[src/rtl/assert_macros.svh]
// Assertion macros shared by the glyph layout RTL.
`ifndef ASSERT_MACROS_SVH
`define ASSERT_MACROS_SVH

// Same-cycle implication, disabled during reset.
`define GLQ_ASSERT_IMP(label, clk, rst, ante, cons) \
  label: assert property (@(posedge clk) disable iff (rst) (ante) |-> (cons)) \
    else $error("same-cycle check failed");

// Next-cycle implication, disabled during reset.
`define GLQ_ASSERT_NEXT(label, clk, rst, ante, cons) \
  label: assert property (@(posedge clk) disable iff (rst) (ante) |=> (cons)) \
    else $error("next-cycle check failed");

`endif

[src/rtl/glq_pkg.sv]
// Types, constants and helpers for the glyph quad layout block.
`default_nettype none

package glq_pkg;

  localparam int GLYPH_COUNT = 106;
  localparam int GLYPH_AW    = (GLYPH_COUNT > 1) ? $clog2(GLYPH_COUNT) : 1;

  // scale register is UQ4.8 and used doubled, so products are shifted by 7
  localparam int SCALE_SHIFT = 7;
  localparam int SCALED_W    = 13;

  localparam logic [1:0] ACT_WRITE = 2'd0;
  localparam logic [1:0] ACT_START = 2'd1;
  localparam logic [1:0] ACT_CHAR  = 2'd2;

  localparam logic [7:0] CHAR_SPACE       = 8'd32;
  localparam logic [7:0] CHAR_FIRST_GLYPH = 8'd33;

  localparam logic [8:0]  SPACE_UNITS = 9'd14;
  localparam logic [8:0]  RISE_UNITS  = 9'd10;
  localparam logic [15:0] LINE_GAP    = 16'd2;

  localparam logic [1:0] REG_SCALE     = 2'd0;
  localparam logic [1:0] REG_WRAP      = 2'd1;
  localparam logic [1:0] REG_MAX_WIDTH = 2'd2;
  localparam logic [1:0] REG_COLOR     = 2'd3;

  localparam logic [11:0] SCALE_RESET     = 12'd256;
  localparam logic [15:0] MAX_WIDTH_RESET = 16'hFFFF;
  localparam logic [31:0] COLOR_RESET     = 32'hFFFF_FFFF;

  typedef struct packed {
    logic [1:0]        action;
    logic [7:0]        char_code;
    logic [6:0]        glyph_index;
    logic [7:0]        glyph_tex_x;
    logic [7:0]        glyph_tex_y;
    logic [7:0]        glyph_width;
    logic [7:0]        glyph_height;
    logic signed [7:0] glyph_drop;
    logic [15:0]       start_x;
    logic [15:0]       start_y;
  } glq_item_t;

  typedef struct packed {
    logic signed [15:0] screen_x0;
    logic signed [15:0] screen_y0;
    logic signed [15:0] screen_x1;
    logic signed [15:0] screen_y1;
    logic [8:0]         tex_u0;
    logic [8:0]         tex_v0;
    logic [8:0]         tex_u1;
    logic [8:0]         tex_v1;
    logic [31:0]        quad_color;
  } glq_quad_t;

  typedef struct packed {
    logic [7:0]        tex_x;
    logic [7:0]        tex_y;
    logic [7:0]        width;
    logic [7:0]        height;
    logic signed [7:0] drop;
  } glq_glyph_t;

  typedef enum logic [1:0] {
    OP_START = 2'd0,
    OP_SPACE = 2'd1,
    OP_GLYPH = 2'd2
  } glq_op_t;

  typedef struct packed {
    glq_op_t     op;
    logic [15:0] start_x;
    logic [15:0] start_y;
  } glq_lookup_t;

  typedef struct packed {
    glq_op_t              op;
    logic [15:0]          start_x;
    logic [15:0]          start_y;
    logic [SCALED_W-1:0]  adv;
    logic [SCALED_W-1:0]  width_s;
    logic [SCALED_W-1:0]  height_s;
    logic signed [SCALED_W:0] drop_s;
    logic [8:0]           tex_u0;
    logic [8:0]           tex_v0;
    logic [8:0]           tex_u1;
    logic [8:0]           tex_v1;
  } glq_scaled_t;

  typedef struct packed {
    logic [15:0]          x0;
    logic [15:0]          y;
    logic [SCALED_W-1:0]  width_s;
    logic [SCALED_W-1:0]  height_s;
    logic signed [SCALED_W:0] drop_s;
    logic [8:0]           tex_u0;
    logic [8:0]           tex_v0;
    logic [8:0]           tex_u1;
    logic [8:0]           tex_v1;
  } glq_placed_t;

  // trunc(v * scale / 128); v is at most 256, so the result fits 13 bits
  function automatic logic [SCALED_W-1:0] scale_u9(input logic [8:0] v,
                                                   input logic [11:0] s);
    logic [20:0] prod;
    prod = {12'd0, v} * {9'd0, s};
    return prod[SCALE_SHIFT +: SCALED_W];
  endfunction

  function automatic logic signed [15:0] sat16(input logic signed [18:0] v);
    if (v > 19'sd32767) begin
      return 16'sh7FFF;
    end else if (v < -19'sd32768) begin
      return 16'sh8000;
    end
    return v[15:0];
  endfunction

endpackage

`default_nettype wire

[src/rtl/glq_core_out.sv]
// Output stage: final quad corners with saturation, result register.
`default_nettype none
`include "assert_macros.svh"

module glq_core_out import glq_pkg::*; (
  input  wire logic         clk,
  input  wire logic         rst,
  input  wire logic [11:0]  scale_fx,
  input  wire logic [31:0]  text_color,
  input  wire glq_placed_t  placed,
  input  wire logic         placed_valid,
  output logic              placed_ready,
  output glq_quad_t         quad,
  output logic              quad_valid,
  input  wire logic         quad_ready
);

  glq_quad_t            quad_next;
  logic [SCALED_W-1:0]  rise;
  logic signed [18:0]   x0_w;
  logic signed [18:0]   x1_w;
  logic signed [18:0]   y0_w;
  logic signed [18:0]   y1_w;

  assign placed_ready = !quad_valid || quad_ready;
  assign rise         = scale_u9(RISE_UNITS, scale_fx);

  assign x0_w = $signed({3'b000, placed.x0});
  assign x1_w = x0_w + $signed({6'd0, placed.width_s});
  assign y0_w = $signed({3'b000, placed.y})
                + $signed({{5{placed.drop_s[SCALED_W]}}, placed.drop_s})
                + $signed({6'd0, rise});
  assign y1_w = y0_w + $signed({6'd0, placed.height_s});

  always_comb begin
    quad_next.screen_x0  = sat16(x0_w);
    quad_next.screen_y0  = sat16(y0_w);
    quad_next.screen_x1  = sat16(x1_w);
    quad_next.screen_y1  = sat16(y1_w);
    quad_next.tex_u0     = placed.tex_u0;
    quad_next.tex_v0     = placed.tex_v0;
    quad_next.tex_u1     = placed.tex_u1;
    quad_next.tex_v1     = placed.tex_v1;
    quad_next.quad_color = text_color;
  end

  always_ff @(posedge clk) begin
    if (rst) begin
      quad_valid <= 1'b0;
    end else if (placed_ready) begin
      quad_valid <= placed_valid;
    end
  end

  always_ff @(posedge clk) begin
    if (placed_valid && placed_ready) begin
      quad <= quad_next;
    end
  end

  `GLQ_ASSERT_IMP(quad_x_ordered, clk, rst, quad_valid, quad.screen_x1 >= quad.screen_x0)
  `GLQ_ASSERT_IMP(quad_y_ordered, clk, rst, quad_valid, quad.screen_y1 >= quad.screen_y0)

endmodule

`default_nettype wire

[config.mk]
export PLATFORM = sky130hd
export DESIGN_NAME = glq_core_out
export DESIGN_NICKNAME = d
export VERILOG_FILES = /design/src/rtl/glq_pkg.sv /design/src/rtl/glq_core_out.sv
export VERILOG_INCLUDE_DIRS = /design/src /design/src/rtl
export SDC_FILE = /design/constraint.sdc
export NUM_CORES = 1
export LEC_CHECK = 0
export BUFFER_PORTS_ARGS = -buffer_cell sky130_fd_sc_hd__buf_2
export CAP_MARGIN = 20
export CORE_MARGIN = 10
export CORE_UTILIZATION = 50
export CTS_CLUSTER_DIAMETER = 100
export CTS_CLUSTER_SIZE = 12
export DETAILED_ROUTE_END_ITERATION = 7
export PLACE_DENSITY = 0.83
export SLEW_MARGIN = 0
export SYNTH_ARGS = -nofsm -noshare
export SYNTH_HDL_FRONTEND = slang
export SYNTH_SLANG_ARGS = --single-unit
[constraint.sdc]
create_clock -name clk -period 10.1 [get_ports clk]
set_input_delay 2.02 -clock clk [delete_from_list [all_inputs] [get_ports clk]]
set_output_delay 2.02 -clock clk [all_outputs]
set_load 0.05 [all_outputs]
==> flow_metrics.tcl <==
set metrics [dict create \
    status "completed" \
    clock_skew_ns 0.0109 \
    crit_fanout 13 \
    coreArea_um2 14600 \
    crit_type "input port to flip-flop" \
    final_antenna_net_count 0 \
    cts_made_buffers 17 \
    mappedNetlistArea_um2 7500 \
    drv_cap 0 \
    syn_inst 599 \
    crit_top_cell "ha_1" \
    die_area_um2 20300 \
    yosysMostFrequentCell "edfxtp_1" \
    synth.distinct_cells 71 \
    synth_commonest_cells "132 x edfxtp_1, 68 x ha_1, 39 x nand2_1, 39 x o21ai_0, 36 x inv_1" \
    ys_seq_area_frac 0.531 \
    post_synth.cell_area_avg_um2 12.5 \
    cp_num_buf_inv 2 \
    powerDensity_nw_per_um2 244 \
    post_cts_buffers 0 \
    grt_first_pass_wirelength_mm 32.0 \
    die_w_um 143 \
    drc 0 \
    tightest_slew_ns 1.00 \
    crit_required_ns 10.23 \
    ir_drop_mv 0.122 \
    grt_pass1_vias 5950 \
    cts_buffer_depth 2 \
    worst_ep_arrival_time_ns 8.85 \
    vias 5987 \
    synth_edf_count 132 \
    grt_overflow 0 \
    grt_max_degree 87 \
    min_path_type "flip-flop to flip-flop" \
    startpoint_type "input port" \
    wl_met2_mm 11.6 \
    tns_ns 0 \
    slew_viol_final 0 \
    cts_resized 0 \
    cpMaxStageDelayCell "a311oi_1" \
    reg2reg_slack_ns 7.77 \
    clock_latency_ns 0.41 \
    crit_path_max_incr_delay_ns 0.55 \
    cts_tree "done" \
    holdBufCountCts 0 \
    drive_above_1_share 0.404 \
    cts_root_buf "clkbuf_16" \
    fmax_mhz 115 \
    fin_crit_ns 8.72 \
    yosys_warnings 0 \
    area_growth_pct 29.8 \
    fin_nets 1137 \
    firstDrtPassIters 5 \
    synthTopCellsByArea "edfxtp_1 53%, ha_1 11%, fa_1 3.2%" \
    synth_top_cell_area_share 0.528 \
    routed_wl_mm 21.5 \
    whs_ns 0.532 \
    grt_util_all_layers 0.200 \
    finalCritPeriodShare 0.863 \
    end_kind "flip-flop" \
    finalHoldViolations 0 \
    die_h_um 143 \
    cts.sinks 133 \
    cpLargestDelayFamily "compound AO/OA/AOI/OAI gates" \
    m1WireLength_mm 7.67 \
    p_leak_nw 4.31 \
    ios 290 \
    cts_max_level 4 \
    relSlewSlack 0.330 \
    synth_flop_cell "edfxtp_1" \
    start_util 0.512 \
    globalplace.congestion 0.874 \
    rsz0062_at_grt "no" \
    dp_hpwl_mm 17.3 \
    portBuffers 289 \
    post_drt_via_cell_ratio 5.43 \
    drt_iter0_drc 348 \
    async_flop_share 0 \
    dr_wl_met3_mm 1.81 \
    yosysTopAreaCell "edfxtp_1" \
    synth_seq_cells 133 \
    detail_route.wl_per_cell_um 19.5 \
    clk_pin_slew_worst_paths_ns 0.06 \
    fp-row-count 44 \
    dr.max_layer_used "met4" \
    grt_antenna_before_repair 3 \
    setup_viol 0 \
]
[cell families (layout without fill, tap and decap cells)]
| group | count (synthesis) | after routing | share of synthesized area |
|---|---|---|---|
| adders and majority gates | 80 | 80 | 0.145 |
| AOI/OAI and AO/OA | 168 | 168 | 0.160 |
| other | 1 | 6 | 0.000500 |
| and+or+nand+nor | 133 | 133 | 0.0905 |
| DFF | 133 | 133 | 0.531 |
| muxes | 1 | 1 | 0.00133 |
| xor gates and xnor gates | 37 | 37 | 0.0432 |
| buffers and inverters | 46 | 360 | 0.0278 |
[final cells by class]
type / instances / area (um2)
Tap cell: 184 / 230
Sequential cell: 133 / 3980
Clock buffer: 17 / 425
Fill cell: 1100 / 4900
Multi-Input combinational cell: 421 / 3320
Timing Repair Buffer: 292 / 1470
Antenna cell: 4 / 10.0
Inverter: 36 / 135
Clock inverter: 15 / 169
[worst reg2reg max path: cells and delay by family (launching register included)]
family / cells / cell delay (ns)
DFF: 1 / 0.31
and+or+nand+nor: 2 / 0.67
buffers and inverters: 1 / 0.92
[per-stage QoR]
step / setup slack [ns] / std cells / power (mW) / utilization / area, um2
detailed placement: 1.04 / 1066 / 1.76 / 0.624 / 9140
finish: 1.38 / 1102 / 2.38 / 0.665 / 9740
global route: 0.959 / 1101 / 2.50 / 0.665 / 9740
floorplan: 1.75 / 600 / 1.54 / - / 7510
CTS: 1.45 / 1098 / 2.38 / 0.664 / 9730
global placement: 1.22 / 1066 / 1.74 / 0.624 / 9140
[final timing paths]
kind | startpoint | to | cells past startpoint
max | scale_fx[2] | quad[80] | 29
min | quad_valid | quad_valid | 2
max reg2reg | quad_valid | quad[97] | 3
min reg2reg | quad_valid | quad_valid | 2
[report_power, final]
| group | switching (mW) | leakage (nW) | internal, mW |
|---|---|---|---|
| sequential | 0.0173 | 1.26 | 0.699 |
| clock | 0.243 | 0.279 | 0.370 |
| combinational | 0.682 | 2.77 | 0.367 |
[registers in the layout (all words and copies together), names as in the netlist]
register	count
quad_valid	1
quad	132
[placed cells by master, fill, tap and decap left out, types with 4 or more instances in the layout]
cell / n
buf_2: 289
edfxtp_1: 132
ha_1: 68
nand2_1: 39
o21ai_0: 39
inv_1: 36
a21oi_1: 33
nor2_1: 31
xnor2_1: 25
clkbuf_16: 17
or2_2: 15
xor2_1: 12
fa_1: 12
a21o_1: 10
o21a_1: 9
nand2b_1: 9
o22ai_1: 8
o22ai_2: 6
nor3_1: 6
a31oi_1: 6
o21bai_1: 6
o211ai_1: 6
nand3_1: 5
inv_6: 5
diode_2: 4
a41o_1: 4
nor3b_1: 4
clkinvlp_4: 4
[metal layers]
layer	GRT usage	vias to the layer above
met1	0.201	2817
li1	-	2876
met4	0.0744	0
met5	0	-
met3	0.0561	28
met2	0.381	266
(Power assumes the default switching activity.)
