### config.mk
export PLATFORM = sky130hd
export DESIGN_NAME = glq_scale
export DESIGN_NICKNAME = d
export VERILOG_FILES = /design/src/rtl/assert_macros.svh /design/src/rtl/glq_pkg.sv /design/src/rtl/glq_scale.sv
export SDC_FILE = /design/constraint.sdc
export NUM_CORES = 1
export LEC_CHECK = 0
export ABC_AREA = 1
export BUFFER_PORTS_ARGS = -buffer_cell sky130_fd_sc_hd__buf_4
export CAP_MARGIN = 20
export CORE_ASPECT_RATIO = 1.25
export CORE_UTILIZATION = 55
export CTS_BUF_LIST = sky130_fd_sc_hd__clkbuf_16
export DETAILED_ROUTE_END_ITERATION = 16
export PLACE_DENSITY_LB_ADDON = 0.15
export SYNTH_ARGS = -nofsm -noshare
export SYNTH_HDL_FRONTEND = slang
export SYNTH_SLANG_ARGS = --single-unit
### constraint.sdc
create_clock -name clk -period 7 [get_ports clk]
set_clock_uncertainty 0.2 [all_clocks]
set_input_delay 0.35 -clock clk [delete_from_list [all_inputs] [get_ports clk]]
set_output_delay 0.35 -clock clk [all_outputs]
set_load 0.05 [all_outputs]
### src/rtl/assert_macros.svh
// Assertion macros shared by the glyph layout RTL.
`ifndef ASSERT_MACROS_SVH
`define ASSERT_MACROS_SVH

// Same-cycle implication, disabled during reset.
`define GLQ_ASSERT_IMP(label, clk, rst, ante, cons) \
  label: assert property (@(posedge clk) disable iff (rst) (ante) |-> (cons)) \
    else $error("same-cycle check failed");

// Next-cycle implication, disabled during reset.
`define GLQ_ASSERT_NEXT(label, clk, rst, ante, cons) \
  label: assert property (@(posedge clk) disable iff (rst) (ante) |=> (cons)) \
    else $error("next-cycle check failed");

`endif

### src/rtl/glq_pkg.sv
// Types, constants and helpers for the glyph quad layout block.
`default_nettype none

package glq_pkg;

  localparam int GLYPH_COUNT = 106;
  localparam int GLYPH_AW    = (GLYPH_COUNT > 1) ? $clog2(GLYPH_COUNT) : 1;

  // scale register is UQ4.8 and used doubled, so products are shifted by 7
  localparam int SCALE_SHIFT = 7;
  localparam int SCALED_W    = 13;

  localparam logic [1:0] ACT_WRITE = 2'd0;
  localparam logic [1:0] ACT_START = 2'd1;
  localparam logic [1:0] ACT_CHAR  = 2'd2;

  localparam logic [7:0] CHAR_SPACE       = 8'd32;
  localparam logic [7:0] CHAR_FIRST_GLYPH = 8'd33;

  localparam logic [8:0]  SPACE_UNITS = 9'd14;
  localparam logic [8:0]  RISE_UNITS  = 9'd10;
  localparam logic [15:0] LINE_GAP    = 16'd2;

  localparam logic [1:0] REG_SCALE     = 2'd0;
  localparam logic [1:0] REG_WRAP      = 2'd1;
  localparam logic [1:0] REG_MAX_WIDTH = 2'd2;
  localparam logic [1:0] REG_COLOR     = 2'd3;

  localparam logic [11:0] SCALE_RESET     = 12'd256;
  localparam logic [15:0] MAX_WIDTH_RESET = 16'hFFFF;
  localparam logic [31:0] COLOR_RESET     = 32'hFFFF_FFFF;

  typedef struct packed {
    logic [1:0]        action;
    logic [7:0]        char_code;
    logic [6:0]        glyph_index;
    logic [7:0]        glyph_tex_x;
    logic [7:0]        glyph_tex_y;
    logic [7:0]        glyph_width;
    logic [7:0]        glyph_height;
    logic signed [7:0] glyph_drop;
    logic [15:0]       start_x;
    logic [15:0]       start_y;
  } glq_item_t;

  typedef struct packed {
    logic signed [15:0] screen_x0;
    logic signed [15:0] screen_y0;
    logic signed [15:0] screen_x1;
    logic signed [15:0] screen_y1;
    logic [8:0]         tex_u0;
    logic [8:0]         tex_v0;
    logic [8:0]         tex_u1;
    logic [8:0]         tex_v1;
    logic [31:0]        quad_color;
  } glq_quad_t;

  typedef struct packed {
    logic [7:0]        tex_x;
    logic [7:0]        tex_y;
    logic [7:0]        width;
    logic [7:0]        height;
    logic signed [7:0] drop;
  } glq_glyph_t;

  typedef enum logic [1:0] {
    OP_START = 2'd0,
    OP_SPACE = 2'd1,
    OP_GLYPH = 2'd2
  } glq_op_t;

  typedef struct packed {
    glq_op_t     op;
    logic [15:0] start_x;
    logic [15:0] start_y;
  } glq_lookup_t;

  typedef struct packed {
    glq_op_t              op;
    logic [15:0]          start_x;
    logic [15:0]          start_y;
    logic [SCALED_W-1:0]  adv;
    logic [SCALED_W-1:0]  width_s;
    logic [SCALED_W-1:0]  height_s;
    logic signed [SCALED_W:0] drop_s;
    logic [8:0]           tex_u0;
    logic [8:0]           tex_v0;
    logic [8:0]           tex_u1;
    logic [8:0]           tex_v1;
  } glq_scaled_t;

  typedef struct packed {
    logic [15:0]          x0;
    logic [15:0]          y;
    logic [SCALED_W-1:0]  width_s;
    logic [SCALED_W-1:0]  height_s;
    logic signed [SCALED_W:0] drop_s;
    logic [8:0]           tex_u0;
    logic [8:0]           tex_v0;
    logic [8:0]           tex_u1;
    logic [8:0]           tex_v1;
  } glq_placed_t;

  // trunc(v * scale / 128); v is at most 256, so the result fits 13 bits
  function automatic logic [SCALED_W-1:0] scale_u9(input logic [8:0] v,
                                                   input logic [11:0] s);
    logic [20:0] prod;
    prod = {12'd0, v} * {9'd0, s};
    return prod[SCALE_SHIFT +: SCALED_W];
  endfunction

  function automatic logic signed [15:0] sat16(input logic signed [18:0] v);
    if (v > 19'sd32767) begin
      return 16'sh7FFF;
    end else if (v < -19'sd32768) begin
      return 16'sh8000;
    end
    return v[15:0];
  endfunction

endpackage

`default_nettype wire

### src/rtl/glq_scale.sv
// Scaling stage: glyph metrics times the text scale, texture corners.
`default_nettype none

module glq_scale import glq_pkg::*; (
  input  wire logic         clk,
  input  wire logic         rst,
  input  wire logic [11:0]  scale_fx,
  input  wire glq_lookup_t  look,
  input  wire glq_glyph_t   glyph,
  input  wire logic         look_valid,
  output logic              look_ready,
  output glq_scaled_t       scaled,
  output logic              scaled_valid,
  input  wire logic         scaled_ready
);

  glq_scaled_t          scaled_next;
  logic [8:0]           drop_mag;
  logic [SCALED_W-1:0]  drop_abs;
  logic                 take;

  assign look_ready = !scaled_valid || scaled_ready;
  assign take       = look_valid && look_ready;

  // scaling of a negative offset truncates toward zero: scale the magnitude
  assign drop_mag = glyph.drop[7] ? (9'd0 - {glyph.drop[7], glyph.drop})
                                  : {1'b0, glyph.drop};
  assign drop_abs = scale_u9(drop_mag, scale_fx);

  always_comb begin
    scaled_next.op       = look.op;
    scaled_next.start_x  = look.start_x;
    scaled_next.start_y  = look.start_y;
    scaled_next.adv      = scale_u9({1'b0, glyph.width} + 9'd1, scale_fx);
    scaled_next.width_s  = scale_u9({1'b0, glyph.width}, scale_fx);
    scaled_next.height_s = scale_u9({1'b0, glyph.height}, scale_fx);
    scaled_next.drop_s   = glyph.drop[7] ? -$signed({1'b0, drop_abs})
                                         : $signed({1'b0, drop_abs});
    scaled_next.tex_u0   = {1'b0, glyph.tex_x};
    scaled_next.tex_v0   = {1'b0, glyph.tex_y};
    scaled_next.tex_u1   = {1'b0, glyph.tex_x} + {1'b0, glyph.width};
    scaled_next.tex_v1   = {1'b0, glyph.tex_y} + {1'b0, glyph.height};
  end

  always_ff @(posedge clk) begin
    if (rst) begin
      scaled_valid <= 1'b0;
    end else if (look_ready) begin
      scaled_valid <= look_valid;
    end
  end

  always_ff @(posedge clk) begin
    if (take) begin
      scaled <= scaled_next;
    end
  end

endmodule

`default_nettype wire

==> summary.md <==
| Metric | Value |
|---|---|
| Result of the run | `finished clean` |
| Routed wire length | `39700 um` |
| Fmax achieved | `0.173 GHz` |
| Final hold violations | `0` |
| Worst-Margin Slew | `0.994 ns` |
| RSZ-0062 raised after global routing | `no` |
| I/O Buffers | `212` |
| Worst R2R Start | `scaled_valid` |
| Setup violators final | `0` |
| CP Class | `in2reg` |
| Most frequent CP cell | `nand2_1` |
| Fraction of layout cells with a size suffix above 1 | `12.7%` |
| Worst rel slew slack | `33.5%` |
| Area of the mapped netlist | `17200 sq um` |
| R2r endpoint | `scaled[76]` |
| Post-Syn Instances | `2008` |
| Commonest non-fill, non-tap cell in the layout | `nand2_1` |
| R2r worst-path depth | `3` |
| Ant. Diodes | `0` |
| Die Height | `200 um` |
| CP Depth | `30` |
| Unique cell type count in the Yosys netlist | `45` |
| DR WL/cell | `14.9 um` |
| First-pass GRT wire length | `67000 um` |
| CTS buffer count | `17` |
| R2r setup slk | `4.53 ns` |
| CTS tree | `done` |
| Total number of yosys warnings | `0` |
| Critical path origin | `glyph[0]` |
| EDFF count, synth | `121` |
| Vias | `13651` |
| Initial Util | `55.7%` |
| Final Net Count | `2756` |
| Leak pwr | `10.9 nW` |
| Skew-Pair Late Insertion Delay | `0.44 ns` |
| HP Class | `in2reg` |
| Clk root buf | `clkbuf_16` |
| GRT Resource Usage Total | `26.4%` |
| Num ports | `215` |
| Commonest non-fill, non-tap cells in the layout | `477 x nand2_1, 474 x inv_1, 258 x fa_1` |
| Row cnt | `72` |
| Clk slew on worst S/H paths | `0.06 ns` |
| Largest net degree at the start of global routing | `70` |
| Setup TNS | `0 ns` |
| Setup crit end | `scaled[47]` |
| Post-synth ARST share | `0%` |
| Drt pass-1 iters | `5` |
| GRT Residual Overflow | `0` |
| TritonCTS Sinks | `122` |
| Crit-path max cell delay | `0.56 ns` |
| Routability cong. | `0.905` |
| Initial antenna violation count | `0` |
| Top_reg_cell synth | `edfxtp_1` |
| Resized cells post-CTS | `0` |
| Max Root-Sink Buffers | `2` |
| VDD IR-drop max | `0.367 mV` |
| CP bufs+invs | `7` |
| Crit share post-route | `82.7%` |
| Die X | `160 um` |
| H-tree depth | `4` |
| Register bit total from synthesis | `122` |
| Delay-heaviest family, CP | `adder cells` |
| Vias in the first global route | `14462` |
| Starting DRT DRC Count | `753` |
| Data arrival, critical path | `5.80 ns` |
| CP max FO | `13` |
| Design area | `20300 sq um` |
| Drt drc | `0` |
| Worst setup SP type | `input port` |
| MaxCap Viol Count | `0` |
| Final slew viol count | `0` |
| Worst path slowest cell | `fa_1` |
| Mean Syn Cell Area | `8.58 sq um` |
| Min cycle time layout | `5.79 ns` |
| Cell Area, Placed | `19200 sq um` |
| Final ANT Viol Nets | `0` |
| Dpl hpwl | `30400 um` |
| Core area | `30900 sq um` |
| Die ar. | `32000 sq um` |
| Post-synthesis sequential area ratio | `21.2%` |
| Vias per inst | `5.12` |
| CP required | `7.01 ns` |
| Area grow syn2layout | `17.7%` |
| CP endpoint kind | `flop` |
| Pwr/cell area | `359 nW/um^2` |
power breakdown:
| part | switching (mW) | internal [mW] |
|---|---|---|
| registers | 0.0481 | 1.18 |
| logic | 3.32 | 1.82 |
| clock network | 0.369 | 0.530 |
through the flow:
stage	hold slack, ns	worst slack, ns	utilization, %	power (mW)	instances
5_1_grt	0.0325	0.659	65.6	8.02	2665
3_5_place_dp	0.310	0.810	62.0	6.34	2582
2_1_floorplan	0.219	1.39	-	5.16	2019
6_report	0.0284	1.21	65.6	7.27	2665
4_1_cts	0.00711	1.29	65.6	7.33	2665
3_3_place_gp	0.307	0.936	62.0	6.27	2582
synth_stat cells, types with 5 or more instances:
cell type,n,area share [%]
a21o_1,9,0.39
a21oi_1,74,2.2
clkbuf_1,53,1.2
clkinv_1,7,0.15
edfxtp_1,121,21
fa_1,258,30
ha_1,163,12
inv_1,474,10
nand2_1,477,10
nand2_2,12,0.44
nand3_1,38,1.1
nand3b_1,7,0.31
nand4_1,9,0.33
nor2_1,133,2.9
nor3_1,11,0.32
nor4_1,5,0.18
o21ai_0,42,1.2
xnor2_1,17,0.86
xor2_1,48,2.4
flip-flops by register name (all words and copies together), names as in the netlist:
name,flops
scaled,121
scaled_valid,1
how the worst min path moves through the flow:
| stage | from | end | slack [ns] | cells after the start |
|---|---|---|---|---|
| 3_3_place_gp | rst | scaled_valid | 0.31 | 2 |
| 3_5_place_dp | rst | scaled_valid | 0.31 | 2 |
| 6_report | scaled_ready | scaled_valid | 0.03 | 4 |
| 4_1_cts | scaled_ready | scaled_valid | 0.007 | 4 |
| 5_1_grt | look_valid | scaled_valid | 0.03 | 3 |
| 2_1_floorplan | rst | scaled_valid | 0.22 | 1 |
cells by family after synthesis:
kind of cell | after synthesis | synth area share (%)
flip-flops | 122 | 21.2
buffers and inverters | 544 | 11.9
adder cells (fa/ha/maj) | 421 | 41.8
other | 2 | 0.0436
AO/OA/AOI/OAI | 145 | 4.69
XOR/XNOR | 66 | 3.40
AND/OR/NAND/NOR | 708 | 16.9
per-layer routing:
layer / part of all wire, % / vias up / global-route usage, % / wire length, um
li1: - / 6507 / - / -
met1: 41 / 6687 / 31.4 / 16100
met2: 52 / 400 / 49.2 / 20700
met3: 5.3 / 57 / 3.31 / 2090
met4: 2.1 / 0 / 9.70 / 837
met5: 0 / - / 0 / 0
worst register-to-register path: cells and delay by family (launching register included):
kind | cells | cell delay, ns
flops | 1 | 0.34
buf+inv | 2 | 1.33
compound gates | 1 | 0.14
cell type report:
cell class	count	area, sq um
clock buffers	17	425
clock inverters	15	165
fillers	2617	10600
inverters	485	1820
multi-input cells	1353	11600
flip-flops and latches	122	3650
well taps	407	509
repair buffers	266	2120
what timing repair did:
action	4_1_cts	5_1_grt
hold buffers	51	0
hold endpoints to repair	53	0
setup buffers	0	0
Power figures use the tool's default switching activity.
