## src/rtl/assert_macros.svh

```systemverilog
// Assertion macros shared by the glyph layout RTL.
`ifndef ASSERT_MACROS_SVH
`define ASSERT_MACROS_SVH

// Same-cycle implication, disabled during reset.
`define GLQ_ASSERT_IMP(label, clk, rst, ante, cons) \
  label: assert property (@(posedge clk) disable iff (rst) (ante) |-> (cons)) \
    else $error("same-cycle check failed");

// Next-cycle implication, disabled during reset.
`define GLQ_ASSERT_NEXT(label, clk, rst, ante, cons) \
  label: assert property (@(posedge clk) disable iff (rst) (ante) |=> (cons)) \
    else $error("next-cycle check failed");

`endif

```

## src/rtl/glq_pkg.sv

```systemverilog
// Types, constants and helpers for the glyph quad layout block.
`default_nettype none

package glq_pkg;

  localparam int GLYPH_COUNT = 106;
  localparam int GLYPH_AW    = (GLYPH_COUNT > 1) ? $clog2(GLYPH_COUNT) : 1;

  // scale register is UQ4.8 and used doubled, so products are shifted by 7
  localparam int SCALE_SHIFT = 7;
  localparam int SCALED_W    = 13;

  localparam logic [1:0] ACT_WRITE = 2'd0;
  localparam logic [1:0] ACT_START = 2'd1;
  localparam logic [1:0] ACT_CHAR  = 2'd2;

  localparam logic [7:0] CHAR_SPACE       = 8'd32;
  localparam logic [7:0] CHAR_FIRST_GLYPH = 8'd33;

  localparam logic [8:0]  SPACE_UNITS = 9'd14;
  localparam logic [8:0]  RISE_UNITS  = 9'd10;
  localparam logic [15:0] LINE_GAP    = 16'd2;

  localparam logic [1:0] REG_SCALE     = 2'd0;
  localparam logic [1:0] REG_WRAP      = 2'd1;
  localparam logic [1:0] REG_MAX_WIDTH = 2'd2;
  localparam logic [1:0] REG_COLOR     = 2'd3;

  localparam logic [11:0] SCALE_RESET     = 12'd256;
  localparam logic [15:0] MAX_WIDTH_RESET = 16'hFFFF;
  localparam logic [31:0] COLOR_RESET     = 32'hFFFF_FFFF;

  typedef struct packed {
    logic [1:0]        action;
    logic [7:0]        char_code;
    logic [6:0]        glyph_index;
    logic [7:0]        glyph_tex_x;
    logic [7:0]        glyph_tex_y;
    logic [7:0]        glyph_width;
    logic [7:0]        glyph_height;
    logic signed [7:0] glyph_drop;
    logic [15:0]       start_x;
    logic [15:0]       start_y;
  } glq_item_t;

  typedef struct packed {
    logic signed [15:0] screen_x0;
    logic signed [15:0] screen_y0;
    logic signed [15:0] screen_x1;
    logic signed [15:0] screen_y1;
    logic [8:0]         tex_u0;
    logic [8:0]         tex_v0;
    logic [8:0]         tex_u1;
    logic [8:0]         tex_v1;
    logic [31:0]        quad_color;
  } glq_quad_t;

  typedef struct packed {
    logic [7:0]        tex_x;
    logic [7:0]        tex_y;
    logic [7:0]        width;
    logic [7:0]        height;
    logic signed [7:0] drop;
  } glq_glyph_t;

  typedef enum logic [1:0] {
    OP_START = 2'd0,
    OP_SPACE = 2'd1,
    OP_GLYPH = 2'd2
  } glq_op_t;

  typedef struct packed {
    glq_op_t     op;
    logic [15:0] start_x;
    logic [15:0] start_y;
  } glq_lookup_t;

  typedef struct packed {
    glq_op_t              op;
    logic [15:0]          start_x;
    logic [15:0]          start_y;
    logic [SCALED_W-1:0]  adv;
    logic [SCALED_W-1:0]  width_s;
    logic [SCALED_W-1:0]  height_s;
    logic signed [SCALED_W:0] drop_s;
    logic [8:0]           tex_u0;
    logic [8:0]           tex_v0;
    logic [8:0]           tex_u1;
    logic [8:0]           tex_v1;
  } glq_scaled_t;

  typedef struct packed {
    logic [15:0]          x0;
    logic [15:0]          y;
    logic [SCALED_W-1:0]  width_s;
    logic [SCALED_W-1:0]  height_s;
    logic signed [SCALED_W:0] drop_s;
    logic [8:0]           tex_u0;
    logic [8:0]           tex_v0;
    logic [8:0]           tex_u1;
    logic [8:0]           tex_v1;
  } glq_placed_t;

  // trunc(v * scale / 128); v is at most 256, so the result fits 13 bits
  function automatic logic [SCALED_W-1:0] scale_u9(input logic [8:0] v,
                                                   input logic [11:0] s);
    logic [20:0] prod;
    prod = {12'd0, v} * {9'd0, s};
    return prod[SCALE_SHIFT +: SCALED_W];
  endfunction

  function automatic logic signed [15:0] sat16(input logic signed [18:0] v);
    if (v > 19'sd32767) begin
      return 16'sh7FFF;
    end else if (v < -19'sd32768) begin
      return 16'sh8000;
    end
    return v[15:0];
  endfunction

endpackage

`default_nettype wire

```

## src/rtl/glq_table.sv

```systemverilog
// Glyph table memory and request decode stage.
`default_nettype none

module glq_table import glq_pkg::*; (
  input  wire logic        clk,
  input  wire logic        rst,
  input  wire glq_item_t   item,
  input  wire logic        item_valid,
  output logic             item_ready,
  output glq_lookup_t      look,
  output glq_glyph_t       glyph,
  output logic             look_valid,
  input  wire logic        look_ready
);

  glq_glyph_t           mem [GLYPH_COUNT];
  glq_glyph_t           wr_data;
  glq_op_t              op_next;
  logic [GLYPH_AW-1:0]  wr_addr;
  logic [GLYPH_AW-1:0]  rd_addr;
  logic [8:0]           code_off;
  logic                 take;
  logic                 is_char;
  logic                 is_space;
  logic                 is_glyph;
  logic                 is_start;
  logic                 wr_en;
  logic                 rd_en;
  logic                 keep;

  assign item_ready = !look_valid || look_ready;
  assign take       = item_valid && item_ready;

  assign code_off = {1'b0, item.char_code} - {1'b0, CHAR_FIRST_GLYPH};
  assign is_char  = (item.action == ACT_CHAR);
  assign is_start = (item.action == ACT_START);
  assign is_space = is_char && (item.char_code == CHAR_SPACE);
  assign is_glyph = is_char && (item.char_code >= CHAR_FIRST_GLYPH)
                    && (code_off < 9'(GLYPH_COUNT));

  assign wr_en   = take && (item.action == ACT_WRITE)
                   && ({2'b00, item.glyph_index} < 9'(GLYPH_COUNT));
  assign wr_addr = GLYPH_AW'(item.glyph_index);
  assign rd_en   = take && is_glyph;
  assign rd_addr = code_off[GLYPH_AW-1:0];
  assign keep    = is_start || is_space || is_glyph;

  assign wr_data.tex_x  = item.glyph_tex_x;
  assign wr_data.tex_y  = item.glyph_tex_y;
  assign wr_data.width  = item.glyph_width;
  assign wr_data.height = item.glyph_height;
  assign wr_data.drop   = item.glyph_drop;

  always_comb begin
    if (is_start) begin
      op_next = OP_START;
    end else if (is_space) begin
      op_next = OP_SPACE;
    end else begin
      op_next = OP_GLYPH;
    end
  end

  // read data only moves when a new glyph request enters, so it holds under stall
  always_ff @(posedge clk) begin
    if (wr_en) begin
      mem[wr_addr] <= wr_data;
    end
    if (rd_en) begin
      glyph <= mem[rd_addr];
    end
  end

  always_ff @(posedge clk) begin
    if (rst) begin
      look_valid <= 1'b0;
    end else if (item_ready) begin
      look_valid <= take && keep;
    end
  end

  always_ff @(posedge clk) begin
    if (take) begin
      look.op      <= op_next;
      look.start_x <= item.start_x;
      look.start_y <= item.start_y;
    end
  end

endmodule

`default_nettype wire

```

## config.mk

```make
export PLATFORM = sky130hd
export DESIGN_NAME = glq_table
export DESIGN_NICKNAME = d
export VERILOG_FILES = /design/src/rtl/assert_macros.svh /design/src/rtl/glq_pkg.sv /design/src/rtl/glq_table.sv
export SDC_FILE = /design/constraint.sdc
export NUM_CORES = 2
export LEC_CHECK = 0
export BUFFER_PORTS_ARGS = -buffer_cell sky130_fd_sc_hd__buf_2
export CAP_MARGIN = 20
export CELL_PAD_IN_SITES_DETAIL_PLACEMENT = 1
export CELL_PAD_IN_SITES_GLOBAL_PLACEMENT = 1
export CORE_ASPECT_RATIO = 0.8
export CORE_MARGIN = 2
export CORE_UTILIZATION = 30
export DETAILED_ROUTE_END_ITERATION = 8
export PLACE_DENSITY_LB_ADDON = 0.15
export REMOVE_ABC_BUFFERS = 1
export SYNTH_ARGS = -nofsm -noshare
export SYNTH_HDL_FRONTEND = slang
export SYNTH_MEMORY_MAX_BITS = 65536
export SYNTH_SLANG_ARGS = --single-unit
export TNS_END_PERCENT = 20
```

## constraint.sdc

```tcl
create_clock -name clk -period 4.7 [get_ports clk]
set_input_delay 0.235 -clock clk [delete_from_list [all_inputs] [get_ports clk]]
set_output_delay 0.235 -clock clk [all_outputs]
set_load 0.01 [all_outputs]
```

==> impl_metrics.tcl <==
set metrics [dict create \
    outcome "finished clean" \
    rsz0062_at_grt "false" \
    fmax_mhz 245 \
    ant_nets 0 \
    synth_edf_count 4314 \
    die_h_um 666 \
    vias 84100 \
    powerDensity_nw_per_um2 426 \
    grt_max_degree 99 \
    cts-resized-gates 0 \
    cts_root_buf "clkbuf_16" \
    cp_data_arrival_time_ns 4.92 \
    numCtsBuffers 445 \
    die_x_um 832 \
    mappedNetlistArea_um2 164000 \
    core_um2 547000 \
    clockBufferDepth 4 \
    std_cell_rows 243 \
    dr.pass1.iters 5 \
    dominantRegCellSynth "edfxtp_1" \
    required_ns 5.55 \
    clock_skew_ns 0.0669 \
    hold_viol_final 0 \
    leakagePower_nw 60.3 \
    avgSynthCellArea_um2 22.1 \
    peakVddDrop_v 0.000351 \
    seq_area_um2 130000 \
    synth_top_area_share 0.788 \
    clkTransAtPathRegs_ns 0.06 \
    wirelength_um 581000 \
    overflow 0 \
    ys_seq_area_frac 0.788 \
    fin_crit_sh 0.867 \
    gp_congestion 0.783 \
    placed_area_um2 180000 \
    track_usage 0.206 \
    grt_pass1_vias 87100 \
    post_cts_buffers 0 \
    yosys-top-cells-count "edfxtp_1 (4314), mux4_2 (1064), nand2_1 (705), nand3_1 (248), clkbuf_1 (185)" \
    synthDistinctLibCells 68 \
    dr.first_iter.drc_count 10700 \
    drive_gt1_frac 0.290 \
    yosysMostFrequentCell "edfxtp_1" \
    clkSinkCount 4315 \
    yosysTopAreaCell "edfxtp_1" \
    slew_violations 0 \
    cp_max_fo 52 \
    cts_tree "built" \
    insertion_delay_ns 1.05 \
    startpoint_type "primary input" \
    routedWlPerCell_um 36.6 \
    multiInputGateArea_um2 33900 \
    maxCapViolations 0 \
    port_buffers 168 \
    finalSetupViolCount 0 \
    ys_warn_count 0 \
    relSlewSlack 0.106 \
    start_util 0.301 \
    dp_hpwl_um 337000 \
    final_nets 8345 \
    hp-class "in -> reg" \
    path_class "in -> reg" \
    holdWs_ns 0.123 \
    rr_worst_depth 9 \
    synth-seq-cells 4315 \
    grt_antenna_before_repair 53 \
    hold_path_depth 4 \
    drc_errors 0 \
    ioPinCount 169 \
    worst_pin_slew_ns 1.34 \
    synthTopCellsByArea "edfxtp_1 (79%), mux4_2 (15%), nand2_1 (1.6%), mux2i_1 (0.88%), nand3_1 (0.75%)" \
    fillers 52700 \
    via_per_inst 5.30 \
    fin_crit_ns 4.07 \
    syn_to_final_growth_pct 18.4 \
    syn_inst 7431 \
    async_flop_share 0 \
    dieArea_um2 554000 \
    end_kind "register" \
    fin_setup_tns_ns 0 \
    grt_pass1_wl_um 784000 \
    cts_max_level 5 \
    stdcell_area_um2 195000 \
]
-- metal layers --
metal / track usage / up-vias / wire length [um]
met5: 0 / - / 52
met4: 0.0392 / 8 / 11700
met3: 0.0257 / 588 / 34900
met2: 0.322 / 2835 / 266000
met1: 0.311 / 47800 / 268000
li1: - / 32900 / -
-- sequential cells by signal, summed over array words and instances (netlist names) --
name / flops
look_valid: 1
look: 34
mem: 4240
glyph: 40
-- cells by family after synthesis --
| group | after synthesis | synth area share |
|---|---|---|
| flip-flops | 4315 | 0.788 |
| AND/OR/NAND/NOR | 1220 | 0.0323 |
| multiplexers | 1209 | 0.155 |
| buffers and inverters | 418 | 0.0119 |
| AO/OA/AOI/OAI | 257 | 0.0126 |
| XOR/XNOR | 11 | 0.000928 |
| adder cells (fa/ha/maj) | 1 | 0.0000761 |
-- power breakdown --
part / internal, mW / leakage (nW) / switching [mW]
combinational: 2.00 / 14.6 / 3.77
clock: 19.2 / 6.85 / 15.6
sequential: 42.4 / 38.8 / 0.0303
-- per-stage QoR --
| stage | cells | util | power (mW) | worst slack, ns |
|---|---|---|---|---|
| detailed placement | 14900 | 0.328 | 49.0 | -0.109 |
| global route | 15900 | 0.356 | 85.4 | 0.699 |
| global placement | 14900 | 0.328 | 48.9 | -0.0600 |
| floorplan | 7020 | - | 48.6 | -20.78 |
| CTS | 15900 | 0.356 | 83.9 | 0.850 |
| finish | 15900 | 0.356 | 83.0 | 0.626 |
-- worst max-delay path: stages --
cell and delay (ns):
dlygate4sd3_1 0.59, buf_2 0.24, or3b_1 0.67, xnor2_4 0.36, buf_12 0.40, nand2_1 0.29
nor2_1 0.70, nand3_1 1.02, nand4_1 0.32
-- layout make-up --
| type | count | area share |
|---|---|---|
| clock inverter | 299 | 0.0128 |
| tap | 7227 | 0.0464 |
| clock buffer | 521 | 0.0591 |
| multi-input combinational | 2698 | 0.174 |
| timing repair buffer | 784 | 0.0420 |
| antenna | 14 | 0.000180 |
| sequential | 4315 | 0.665 |
| inverter | 7 | 0.000135 |
-- final timing paths --
path | startpoint | endpoint | slack, ns
hold reg to reg | mem[105][13]$_DFFE_PP_ | glyph[13]$_DFFE_PP_ | 0.78
hold / removal | item[78] | mem[105][36]$_DFFE_PP_ | 0.12
setup reg to reg | look_valid$_SDFFE_PP0N_ | mem[47][34]$_DFFE_PP_ | 1.24
setup / recovery | item[82] | glyph[22]$_DFFE_PP_ | 0.63
-- placed cells by master, fill, tap and decap left out, types with 111 or more instances in the layout --
cell type,instances
clkinv_1,125
mux4_2,1064
edfxtp_1,4314
nor2_4,111
buf_12,185
buf_2,127
mux2i_1,144
buf_4,355
nand3_1,246
a32oi_1,116
nand2_1,703
dlygate4sd3_1,117
clkbuf_16,449
-- repair_timing --
action | 4_1_cts | 5_1_grt
endpoints found under the setup margin | 0 | 0
hold buffers | 117 | 0
endpoints found under the hold margin | 2341 | 0
Note: power is estimated with default switching activity, not from simulation.
