File: src/rtl/assert_macros.svh
// Assertion macros shared by the glyph layout RTL.
`ifndef ASSERT_MACROS_SVH
`define ASSERT_MACROS_SVH

// Same-cycle implication, disabled during reset.
`define GLQ_ASSERT_IMP(label, clk, rst, ante, cons) \
  label: assert property (@(posedge clk) disable iff (rst) (ante) |-> (cons)) \
    else $error("same-cycle check failed");

// Next-cycle implication, disabled during reset.
`define GLQ_ASSERT_NEXT(label, clk, rst, ante, cons) \
  label: assert property (@(posedge clk) disable iff (rst) (ante) |=> (cons)) \
    else $error("next-cycle check failed");

`endif

File: src/rtl/glq_pkg.sv
// Types, constants and helpers for the glyph quad layout block.
`default_nettype none

package glq_pkg;

  localparam int GLYPH_COUNT = 106;
  localparam int GLYPH_AW    = (GLYPH_COUNT > 1) ? $clog2(GLYPH_COUNT) : 1;

  // scale register is UQ4.8 and used doubled, so products are shifted by 7
  localparam int SCALE_SHIFT = 7;
  localparam int SCALED_W    = 13;

  localparam logic [1:0] ACT_WRITE = 2'd0;
  localparam logic [1:0] ACT_START = 2'd1;
  localparam logic [1:0] ACT_CHAR  = 2'd2;

  localparam logic [7:0] CHAR_SPACE       = 8'd32;
  localparam logic [7:0] CHAR_FIRST_GLYPH = 8'd33;

  localparam logic [8:0]  SPACE_UNITS = 9'd14;
  localparam logic [8:0]  RISE_UNITS  = 9'd10;
  localparam logic [15:0] LINE_GAP    = 16'd2;

  localparam logic [1:0] REG_SCALE     = 2'd0;
  localparam logic [1:0] REG_WRAP      = 2'd1;
  localparam logic [1:0] REG_MAX_WIDTH = 2'd2;
  localparam logic [1:0] REG_COLOR     = 2'd3;

  localparam logic [11:0] SCALE_RESET     = 12'd256;
  localparam logic [15:0] MAX_WIDTH_RESET = 16'hFFFF;
  localparam logic [31:0] COLOR_RESET     = 32'hFFFF_FFFF;

  typedef struct packed {
    logic [1:0]        action;
    logic [7:0]        char_code;
    logic [6:0]        glyph_index;
    logic [7:0]        glyph_tex_x;
    logic [7:0]        glyph_tex_y;
    logic [7:0]        glyph_width;
    logic [7:0]        glyph_height;
    logic signed [7:0] glyph_drop;
    logic [15:0]       start_x;
    logic [15:0]       start_y;
  } glq_item_t;

  typedef struct packed {
    logic signed [15:0] screen_x0;
    logic signed [15:0] screen_y0;
    logic signed [15:0] screen_x1;
    logic signed [15:0] screen_y1;
    logic [8:0]         tex_u0;
    logic [8:0]         tex_v0;
    logic [8:0]         tex_u1;
    logic [8:0]         tex_v1;
    logic [31:0]        quad_color;
  } glq_quad_t;

  typedef struct packed {
    logic [7:0]        tex_x;
    logic [7:0]        tex_y;
    logic [7:0]        width;
    logic [7:0]        height;
    logic signed [7:0] drop;
  } glq_glyph_t;

  typedef enum logic [1:0] {
    OP_START = 2'd0,
    OP_SPACE = 2'd1,
    OP_GLYPH = 2'd2
  } glq_op_t;

  typedef struct packed {
    glq_op_t     op;
    logic [15:0] start_x;
    logic [15:0] start_y;
  } glq_lookup_t;

  typedef struct packed {
    glq_op_t              op;
    logic [15:0]          start_x;
    logic [15:0]          start_y;
    logic [SCALED_W-1:0]  adv;
    logic [SCALED_W-1:0]  width_s;
    logic [SCALED_W-1:0]  height_s;
    logic signed [SCALED_W:0] drop_s;
    logic [8:0]           tex_u0;
    logic [8:0]           tex_v0;
    logic [8:0]           tex_u1;
    logic [8:0]           tex_v1;
  } glq_scaled_t;

  typedef struct packed {
    logic [15:0]          x0;
    logic [15:0]          y;
    logic [SCALED_W-1:0]  width_s;
    logic [SCALED_W-1:0]  height_s;
    logic signed [SCALED_W:0] drop_s;
    logic [8:0]           tex_u0;
    logic [8:0]           tex_v0;
    logic [8:0]           tex_u1;
    logic [8:0]           tex_v1;
  } glq_placed_t;

  // trunc(v * scale / 128); v is at most 256, so the result fits 13 bits
  function automatic logic [SCALED_W-1:0] scale_u9(input logic [8:0] v,
                                                   input logic [11:0] s);
    logic [20:0] prod;
    prod = {12'd0, v} * {9'd0, s};
    return prod[SCALE_SHIFT +: SCALED_W];
  endfunction

  function automatic logic signed [15:0] sat16(input logic signed [18:0] v);
    if (v > 19'sd32767) begin
      return 16'sh7FFF;
    end else if (v < -19'sd32768) begin
      return 16'sh8000;
    end
    return v[15:0];
  endfunction

endpackage

`default_nettype wire

File: src/rtl/glq_pen.sv
// Pen state and line wrapping; places each glyph quad.
`default_nettype none
`include "assert_macros.svh"

module glq_pen import glq_pkg::*; (
  input  wire logic         clk,
  input  wire logic         rst,
  input  wire logic [11:0]  scale_fx,
  input  wire logic         wrap_enable,
  input  wire logic [15:0]  max_width,
  input  wire glq_scaled_t  scaled,
  input  wire logic         scaled_valid,
  output logic              scaled_ready,
  output glq_placed_t       placed,
  output logic              placed_valid,
  input  wire logic         placed_ready
);

  logic [15:0]          pen_x;
  logic [15:0]          pen_y;
  logic [15:0]          line_start_x;
  logic [15:0]          line_tallest;
  logic [15:0]          pen_x_next;
  logic [15:0]          pen_y_next;
  logic [15:0]          line_start_x_next;
  logic [15:0]          line_tallest_next;
  logic [15:0]          tallest_max;
  logic [15:0]          trial;
  logic [15:0]          origin_x;
  logic [15:0]          origin_y;
  logic [SCALED_W-1:0]  space_step;
  logic                 wrap_now;
  logic                 fire;

  assign scaled_ready = !placed_valid || placed_ready;
  assign fire         = scaled_valid && scaled_ready;

  assign space_step  = scale_u9(SPACE_UNITS, scale_fx);
  assign tallest_max = (line_tallest < 16'(scaled.height_s)) ? 16'(scaled.height_s)
                                                             : line_tallest;
  assign trial       = pen_x + 16'(scaled.adv);
  assign wrap_now    = wrap_enable && ((trial - line_start_x) > max_width);
  // the new line drops by the tallest glyph including this one, which is then lost
  assign origin_x    = wrap_now ? line_start_x : pen_x;
  assign origin_y    = wrap_now ? (pen_y + tallest_max + LINE_GAP) : pen_y;

  always_comb begin
    pen_x_next        = pen_x;
    pen_y_next        = pen_y;
    line_start_x_next = line_start_x;
    line_tallest_next = line_tallest;
    case (scaled.op)
      OP_START: begin
        pen_x_next        = scaled.start_x;
        pen_y_next        = scaled.start_y;
        line_start_x_next = scaled.start_x;
        line_tallest_next = '0;
      end
      OP_SPACE: begin
        pen_x_next = pen_x + 16'(space_step);
      end
      OP_GLYPH: begin
        pen_x_next = origin_x + 16'(scaled.adv);
        pen_y_next = origin_y;
        if (wrap_enable) begin
          line_tallest_next = wrap_now ? 16'd0 : tallest_max;
        end
      end
      default: begin
      end
    endcase
  end

  always_ff @(posedge clk) begin
    if (rst) begin
      pen_x        <= '0;
      pen_y        <= '0;
      line_start_x <= '0;
      line_tallest <= '0;
      placed_valid <= 1'b0;
    end else begin
      if (fire) begin
        pen_x        <= pen_x_next;
        pen_y        <= pen_y_next;
        line_start_x <= line_start_x_next;
        line_tallest <= line_tallest_next;
      end
      if (scaled_ready) begin
        placed_valid <= fire && (scaled.op == OP_GLYPH);
      end
    end
  end

  always_ff @(posedge clk) begin
    if (fire) begin
      placed.x0       <= origin_x;
      placed.y        <= origin_y;
      placed.width_s  <= scaled.width_s;
      placed.height_s <= scaled.height_s;
      placed.drop_s   <= scaled.drop_s;
      placed.tex_u0   <= scaled.tex_u0;
      placed.tex_v0   <= scaled.tex_v0;
      placed.tex_u1   <= scaled.tex_u1;
      placed.tex_v1   <= scaled.tex_v1;
    end
  end

  `GLQ_ASSERT_NEXT(pen_holds_when_idle, clk, rst, !fire, $stable(pen_x) && $stable(pen_y) && $stable(line_start_x))
  `GLQ_ASSERT_NEXT(start_opens_line, clk, rst, fire && scaled.op == OP_START, line_tallest == 16'd0 && pen_x == line_start_x)

endmodule

`default_nettype wire

File: config.mk
export PLATFORM = sky130hd
export DESIGN_NAME = glq_pen
export DESIGN_NICKNAME = d
export VERILOG_FILES = /design/src/rtl/glq_pkg.sv /design/src/rtl/glq_pen.sv
export VERILOG_INCLUDE_DIRS = /design/src /design/src/rtl
export SDC_FILE = /design/constraint.sdc
export NUM_CORES = 1
export LEC_CHECK = 0
export ABC_AREA = 1
export BUFFER_PORTS_ARGS = -buffer_cell sky130_fd_sc_hd__buf_2
export CAP_MARGIN = 40
export CORE_ASPECT_RATIO = 0.5
export CORE_MARGIN = 3
export CORE_UTILIZATION = 35
export DETAILED_ROUTE_END_ITERATION = 10
export GPL_ROUTABILITY_DRIVEN = 0
export SETUP_SLACK_MARGIN = 0.1
export SLEW_MARGIN = 10
export SYNTH_ARGS = -nofsm -noshare
export SYNTH_HDL_FRONTEND = slang
export SYNTH_SLANG_ARGS = --single-unit
File: constraint.sdc
create_clock -name clk -period 6.8 [get_ports clk]
set_input_delay 0.34 -clock clk [delete_from_list [all_inputs] [get_ports clk]]
set_output_delay 0.34 -clock clk [all_outputs]
set_load 0.005 [all_outputs]
==> summary.md, run 1 <==
| Metric | Value |
|---|---|
| CTS Hold Bufs | 0 |
| Post-Place Worst Slack | 731.6 ps |
| Clk_skew | 12.01 ps |
| Reg2Reg Capture Point | pen_x[14] |
| Actual slew at the worst max-slew pin | 727.0 ps |
| IO Count | 266 |
| H-tree depth | 4 |
| Simple-gate area share of the yosys netlist | 0.1407 |
| Top-count cell post-synth | nand2_1 |
| Placed instance area | 12910 um^2 |
| Final Core Density | 0.4392 |
| Critical Setup Path Class | reg -> reg |
| Yosys warns | 0 |
| Worst-path clk slew | 80 ps |
| DRC violations left | 0 |
| Final instance area | 13530 um^2 |
| Clock Root Buffer | clkbuf_16 |
| Total routed wirelength | 31640 um |
| Post-cts sizing count | 0 |
| DRT Pass-1 Iters | 5 |
| Share of post-route cells with drive strength above 1 | 0.2226 |
| CP max-delay cell | fa_1 |
| Post-synth EDFFs | 108 |
| Min-Delay Endpoint | placed[17] |
| HP Start | scaled[17] |
| Leakage power | 6.446 nW |
| CP Capture Type | flop |
| Setup bufs post-CTS | 0 |
| Number of buffers inserted by port buffering | 265 |
| Register area share after synthesis | 0.4089 |
| DP HPWL | 25000 um |
| Pin count of the biggest net entering global routing | 68 |
| Design Power | 3.384 mW |
| Most used cell, CP | nand2_1 |
| Pwr per Cell Area | 250.2 nW/um^2 |
| Async set or reset register ratio after synthesis | 0 |
| R2R depth | 37 |
| Origin of the worst setup path | pen_x[1] |
| Final setup viols | 0 |
| CP max stage delay | 610 ps |
| Max-slew violation count | 0 |
| Mapped cell area | 11110 um^2 |
| Chip width | 258.0 um |
| # fillers | 3111 |
| Crit path buf inv count | 5 |
| Cell count after placement | 1941 |
| Dominant synthesized flop cell | edfxtp_1 |
| Register bit total from synthesis | 173 |
| WHS | 61.46 ps |
| Min Tclk post-route | 6000 ps |
| Top cell family by delay on the critical path | simple AND/OR/NAND/NOR gates |
| Critical path peak fanout | 33 |
| Effective utilization at floorplan | 0.3609 |
| CP Data Required Time | 7110 ps |
| Overall routing resource usage | 0.1842 |
| Mapped Avg Cell Area | 8.697 um^2 |
| RSZ-0062 raised after global routing | no |
| Clk buf depth | 2 |
| Final ANT Viol Nets | 0 |
| Hold Path Stages | 1 |
| Worst flop-to-flop path startpoint | pen_x[1] |
| Most frequent cells after synthesis | nand2_1 (244), inv_1 (195), a21oi_1 (141), ha_1 (116), edfxtp_1 (108) |
| CTS sink cnt | 173 |
| Number of global-route vias before repair | 9000 |
| Core area | 30800 um^2 |
| CTS tree | yes |
| Max VDD drop | 0.1743 mV |
| Total gr overflow | 0 |
| Setup WS post-layout | 799.8 ps |
| Final Cycle Share | 0.8824 |
| Highest clock rate | 0.1667 GHz |
| Die span in y | 132.0 um |
| Drt via density | 4.767 |
| Maxcap violations | 0 |
| Std-Cell Rows | 45 |
| Nets | 1836 |
| Initial antenna violation count | 1 |
| Synth Net Count | 1577 |
| R2R setup slack | 800 ps |
| CTS Buf Count | 17 |
| DR vias | 9405 |
| Largest family of logic cells by synthesized area | adder cells |
| Initial drt markers | 528 |
| CP arrival | 6310 ps |
| Hold crit path type | in -> reg |
| Post-Synthesis Cells | 1278 |
| Largest area contributor in the netlist | edfxtp_1 |
| Global-route wire length before repair | 49330 um |
| Hold Fails Final Rpt | 0 |
| Post-synth top area share | 0.2918 |
| Adder-cell share of the synthesized area | 0.1792 |
| Routed wire per std cell | 16.04 um |
| Post-Layout Cell Count | 1973 |
| N_diodes | 0 |
| Status | completed |
| Area Overhead vs Synth | 21.69% |
| Unique cell type count in the Yosys netlist | 45 |
| Total negative slack | 0 ps |
| Die ar. | 34060 um^2 |
| Synth Area in Compound Gates | 0.1570 |
| CP Launch Type | flop |
| Mux share of post-synthesis cell area | 0.001801 |
| Latest clock arrival within the worst-skew pair | 450 ps |
| Post-Synth XOR/XNOR Area | 0.02916 |
| Slew margin rel. | 0.5142 |
| Area contributors post-synth | edfxtp_1 (29%), ha_1 (13%), dfxtp_1 (12%) |
[state kept, by name, summed over array words and instances (netlist names)]
name	count
line_start_x	16
line_tallest	16
pen_x	16
pen_y	16
placed	108
placed_valid	1
[kinds of logic (layout without fill, tap and decap cells)]
logic type | count (synthesis) | in the layout
AND/OR/NAND/NOR | 376 | 376
buffers and inverters | 234 | 506
XOR/XNOR | 37 | 37
flip-flops | 173 | 173
adder cells (fa/ha/maj) | 143 | 143
multiplexers | 2 | 2
AO/OA/AOI/OAI | 313 | 313
[worst register-to-register path, delay by kind of cell (launching register included)]
family	cells	cell delay, ps
AOI/OAI and AO/OA	8	1160
adders and majority gates	4	1500
xor gates and xnor gates	1	140
buffers and inverters	5	750
and+or+nand+nor	19	1920
DFF	1	410
[worst max path at each step]
stage | cells after the start | to | slack [ps]
4_1_cts | 37 | pen_x[14] | 700
6_report | 37 | pen_x[14] | 800
5_1_grt | 39 | pen_x[14] | 130
3_3_place_gp | 38 | pen_x[14] | 810
3_5_place_dp | 38 | pen_x[14] | 730
2_1_floorplan | 40 | pen_x[14] | 1330
[layout by cell type, fill, tap and decap left out, drive strengths merged, types with 26 or more instances in the layout]
cell / n
xor2: 26
inv: 209
buf: 274
dfxtp: 65
edfxtp: 108
nand3: 49
fa: 27
nand2: 252
a21oi: 143
ha: 116
nor2: 59
o21ai: 126
[cell type report]
| cell class | instances | area (um^2) | share of cell area |
|---|---|---|---|
| repair buffers | 274 | 1434 | 0.1060 |
| multi-input cells | 871 | 5653 | 0.4179 |
| clock inverters | 15 | 186.4 | 0.01378 |
| inverters | 200 | 753.2 | 0.05569 |
| flip-flops and latches | 173 | 4544 | 0.3360 |
| well taps | 423 | 529.3 | 0.03913 |
| clock buffers | 17 | 425.4 | 0.03145 |
[power by group]
group          switching [mW]  internal (mW)  total, mW
Combinational           0.696          0.424       1.12
Clock                   0.484          0.532       1.02
Sequential             0.0379           1.21       1.25
[per-layer routing]
| layer | global-route usage | wire [um] | vias up |
|---|---|---|---|
| met5 | 0 | 13 | - |
| met1 | 0.2489 | 14700 | 4364 |
| met2 | 0.3066 | 15210 | 190 |
| met4 | 0.04563 | 435 | 2 |
| met3 | 0.03358 | 1273 | 27 |
| li1 | - | - | 4822 |
No activity file was read; power rests on OpenSTA's default activity.
==> run 2, diff against run 1 <==
Settings changed: CAP_MARGIN 40 to not set, CORE_MARGIN 3 to not set.
==> run 2 against run 1 <==
Clock power is 6% lower. Largest power group unchanged. Critical path type unchanged. Die area down 4.5%. Largest cell class unchanged. Setup slack got worse by 65 ps.
==> summary.md, run 2 (same netlist as run 1, synthesis figures left out) <==
| Metric | Value |
|---|---|
| Commonest non-fill, non-tap cell in the layout | buf_2 |
| Drt via density | 4.781 (+0.30%) |
| Max VDD drop | 0.1932 mV (+11%) |
| Hold crit path type | in -> reg |
| Clock Root Buffer | clkbuf_16 |
| Final setup viols | 0 (unchanged) |
| Number of global-route vias before repair | 8904 (-1.1%) |
| Sw Share | 0.3633 (+0.003450) |
| CTS Hold Bufs | 0 (unchanged) |
| DP HPWL | 24320 um (-2.7%) |
| CP max stage delay | 600 ps (about the same) |
| DR vias | 9424 (+0.20%) |
| Share of power burned in registers | 0.377 (+0.008) |
| Global-route wire length before repair | 48280 um (-2.1%) |
| DRC violations left | 0 (unchanged) |
| Worst-path clk slew | 70 ps (about the same) |
| Cell count after placement | 1938 (-0.15%) |
| Critical path peak fanout | 23 (-30%) |
| Post-Place Worst Slack | 718.5 ps (-13.10 ps) |
| Number of buffers inserted by port buffering | 265 (unchanged) |
| Routed wire per std cell | 15.73 um (-1.9%) |
| CP Data Required Time | 7110 ps (about the same) |
| Initial drt markers | 494 (-6.4%) |
| Hold Fails Final Rpt | 0 (unchanged) |
| Largest register by flop count | placed |
| Most frequent cells in the layout | buf_2 (265), nand2_1 (244), inv_1 (194) |
| CTS sink cnt | 173 (unchanged) |
| Clock share of power | 0.288 (-0.012) |
| Status | completed |
| Post-cts sizing count | 0 (unchanged) |
| Setup bufs post-CTS | 0 (unchanged) |
| # fillers | 3086 (-0.80%) |
| RSZ-0062 raised after global routing | no |
| CP Capture Type | flop |
| Maxcap violations | 0 (unchanged) |
| Critical Setup Path Class | reg -> reg |
| Pin count of the biggest net entering global routing | 75 (+10%) |
| Die ar. | 32520 um^2 (-4.5%) |
| IO Count | 266 (unchanged) |
| Combinational power share | 0.335 (+0.004) |
| Total negative slack | 0 ps (unchanged) |
| Initial antenna violation count | 2 (+1) |
| Final ANT Viol Nets | 0 (unchanged) |
| Total routed wirelength | 30990 um (-2.0%) |
| Slew margin rel. | 0.3363 (-0.1779) |
| Chip width | 254.0 um (-1.6%) |
| Final Core Density | 0.4352 (-0.003941) |
| Internal | 2.110 mW (-2.6%) |
| CP arrival | 6380 ps (+70 ps) |
| CP max-delay cell | fa_1 |
| Core area | 30800 um^2 (unchanged) |
| Clk_skew | 9.015 ps (-2.991 ps) |
| Share of post-route cells with drive strength above 1 | 0.2198 (-0.002800) |
| Die span in y | 128.0 um (-3.0%) |
| Std-Cell Rows | 45 (unchanged) |
| CTS Buf Count | 17 (unchanged) |
| Actual slew at the worst max-slew pin | 995.6 ps (+268.6 ps) |
| Min Tclk post-route | 6065 ps (+64.64 ps) |
| Latest clock arrival within the worst-skew pair | 450 ps (about the same) |
| Max-slew violation count | 0 (unchanged) |
| NetSw | 1.204 mW (-1.1%) |
| Total gr overflow | 0 (unchanged) |
| Post-Layout Cell Count | 1971 (-0.10%) |
| DRT Pass-1 Iters | 5 (unchanged) |
| Overall routing resource usage | 0.1940 (+0.009827) |
| Clk buf depth | 2 (unchanged) |
| CP Launch Type | flop |
| H-tree depth | 4 (unchanged) |
| Final Cycle Share | 0.8919 (+0.009507) |
| Max reg flops | 108 (unchanged) |
| Setup WS post-layout | 735.1 ps (-64.64 ps) |
| Final instance area | 13400 um^2 (-0.90%) |
| Effective utilization at floorplan | 0.3609 (unchanged) |
| Area Overhead vs Synth | 20.60% |
| Pwr per Cell Area | 247.3 nW/um^2 (-1.2%) |
| Leakage power | 6.381 nW (-0.99%) |
| Highest clock rate | 0.1649 GHz (-1.1%) |
| Placed instance area | 12840 um^2 (-0.48%) |
| Nets | 1833 (-0.16%) |
| CTS tree | yes |
## run 2: changes by cell type in the layout (fill, tap and decap cells not counted), sizes merged
| cell | change |
|---|---|
| buf | -3 |
| inv | -2 |
| bufinv | -1 |
| clkbuf | +1 |
| clkinv | +1 |
| clkinvlp | +1 |
| diode | +1 |
## run 2: final timing paths
check | start | to | slack, ps | depth (start not counted)
min reg2reg | line_tallest[14] | line_tallest[14] | 470 | 2
max | pen_x[1] | pen_x[10] | 740 | 35
max reg2reg | pen_x[1] | pen_x[10] | 740 | 35
min | scaled[3] | placed[3] | 60 | 1
## run 2: final cells by class
cell class	count	area, um^2	share of cell area
well taps	423	529.3	0.03948
inverters	200	753.2	0.05619
diodes	1	2.502	0.0001867
flip-flops and latches	173	4544	0.3390
clock buffers	18	429.2	0.03202
repair buffers	271	1371	0.1023
clock inverters	14	128.9	0.009615
multi-input cells	871	5645	0.4212
## run 2: critical path, delay by kind of cell (launching register included)
| kind | cells | cell delay, ps |
|---|---|---|
| fa+ha+maj | 5 | 1780 |
| xor+xnor | 1 | 140 |
| compound gates | 11 | 1690 |
| flops | 1 | 390 |
| simple gates | 14 | 1650 |
| buf+inv | 4 | 280 |
## run 2: metrics by stage
stage,power (mW),hold WS [ps]
after floorplan,2.056,436.5
after global placement,2.377,457.2
after detailed placement,2.382,456.1
after CTS,3.346,37.05
after global routing,3.549,31.48
final,3.315,60.00
## run 2: routing by layer
metal / global-route usage / vias up / wire (um)
met3: 0.04467 / 31 / 1514
met2: 0.3200 / 197 / 14560
met5: 0 / - / 8
li1: - / 4806 / -
met1: 0.2562 / 4388 / 14370
met4: 0.05067 / 2 / 541
## run 2: power by group through the flow
| stage | Sequential, mW | Combinational [mW] | Clock (mW) |
|---|---|---|---|
| CTS | 1.25 | 1.12 | 0.979 |
| global placement | 1.27 | 1.11 | 0 |
| floorplan | 1.27 | 0.782 | 0 |
| finish | 1.25 | 1.11 | 0.955 |
| global route | 1.26 | 1.27 | 1.02 |
| detailed placement | 1.27 | 1.11 | 0 |
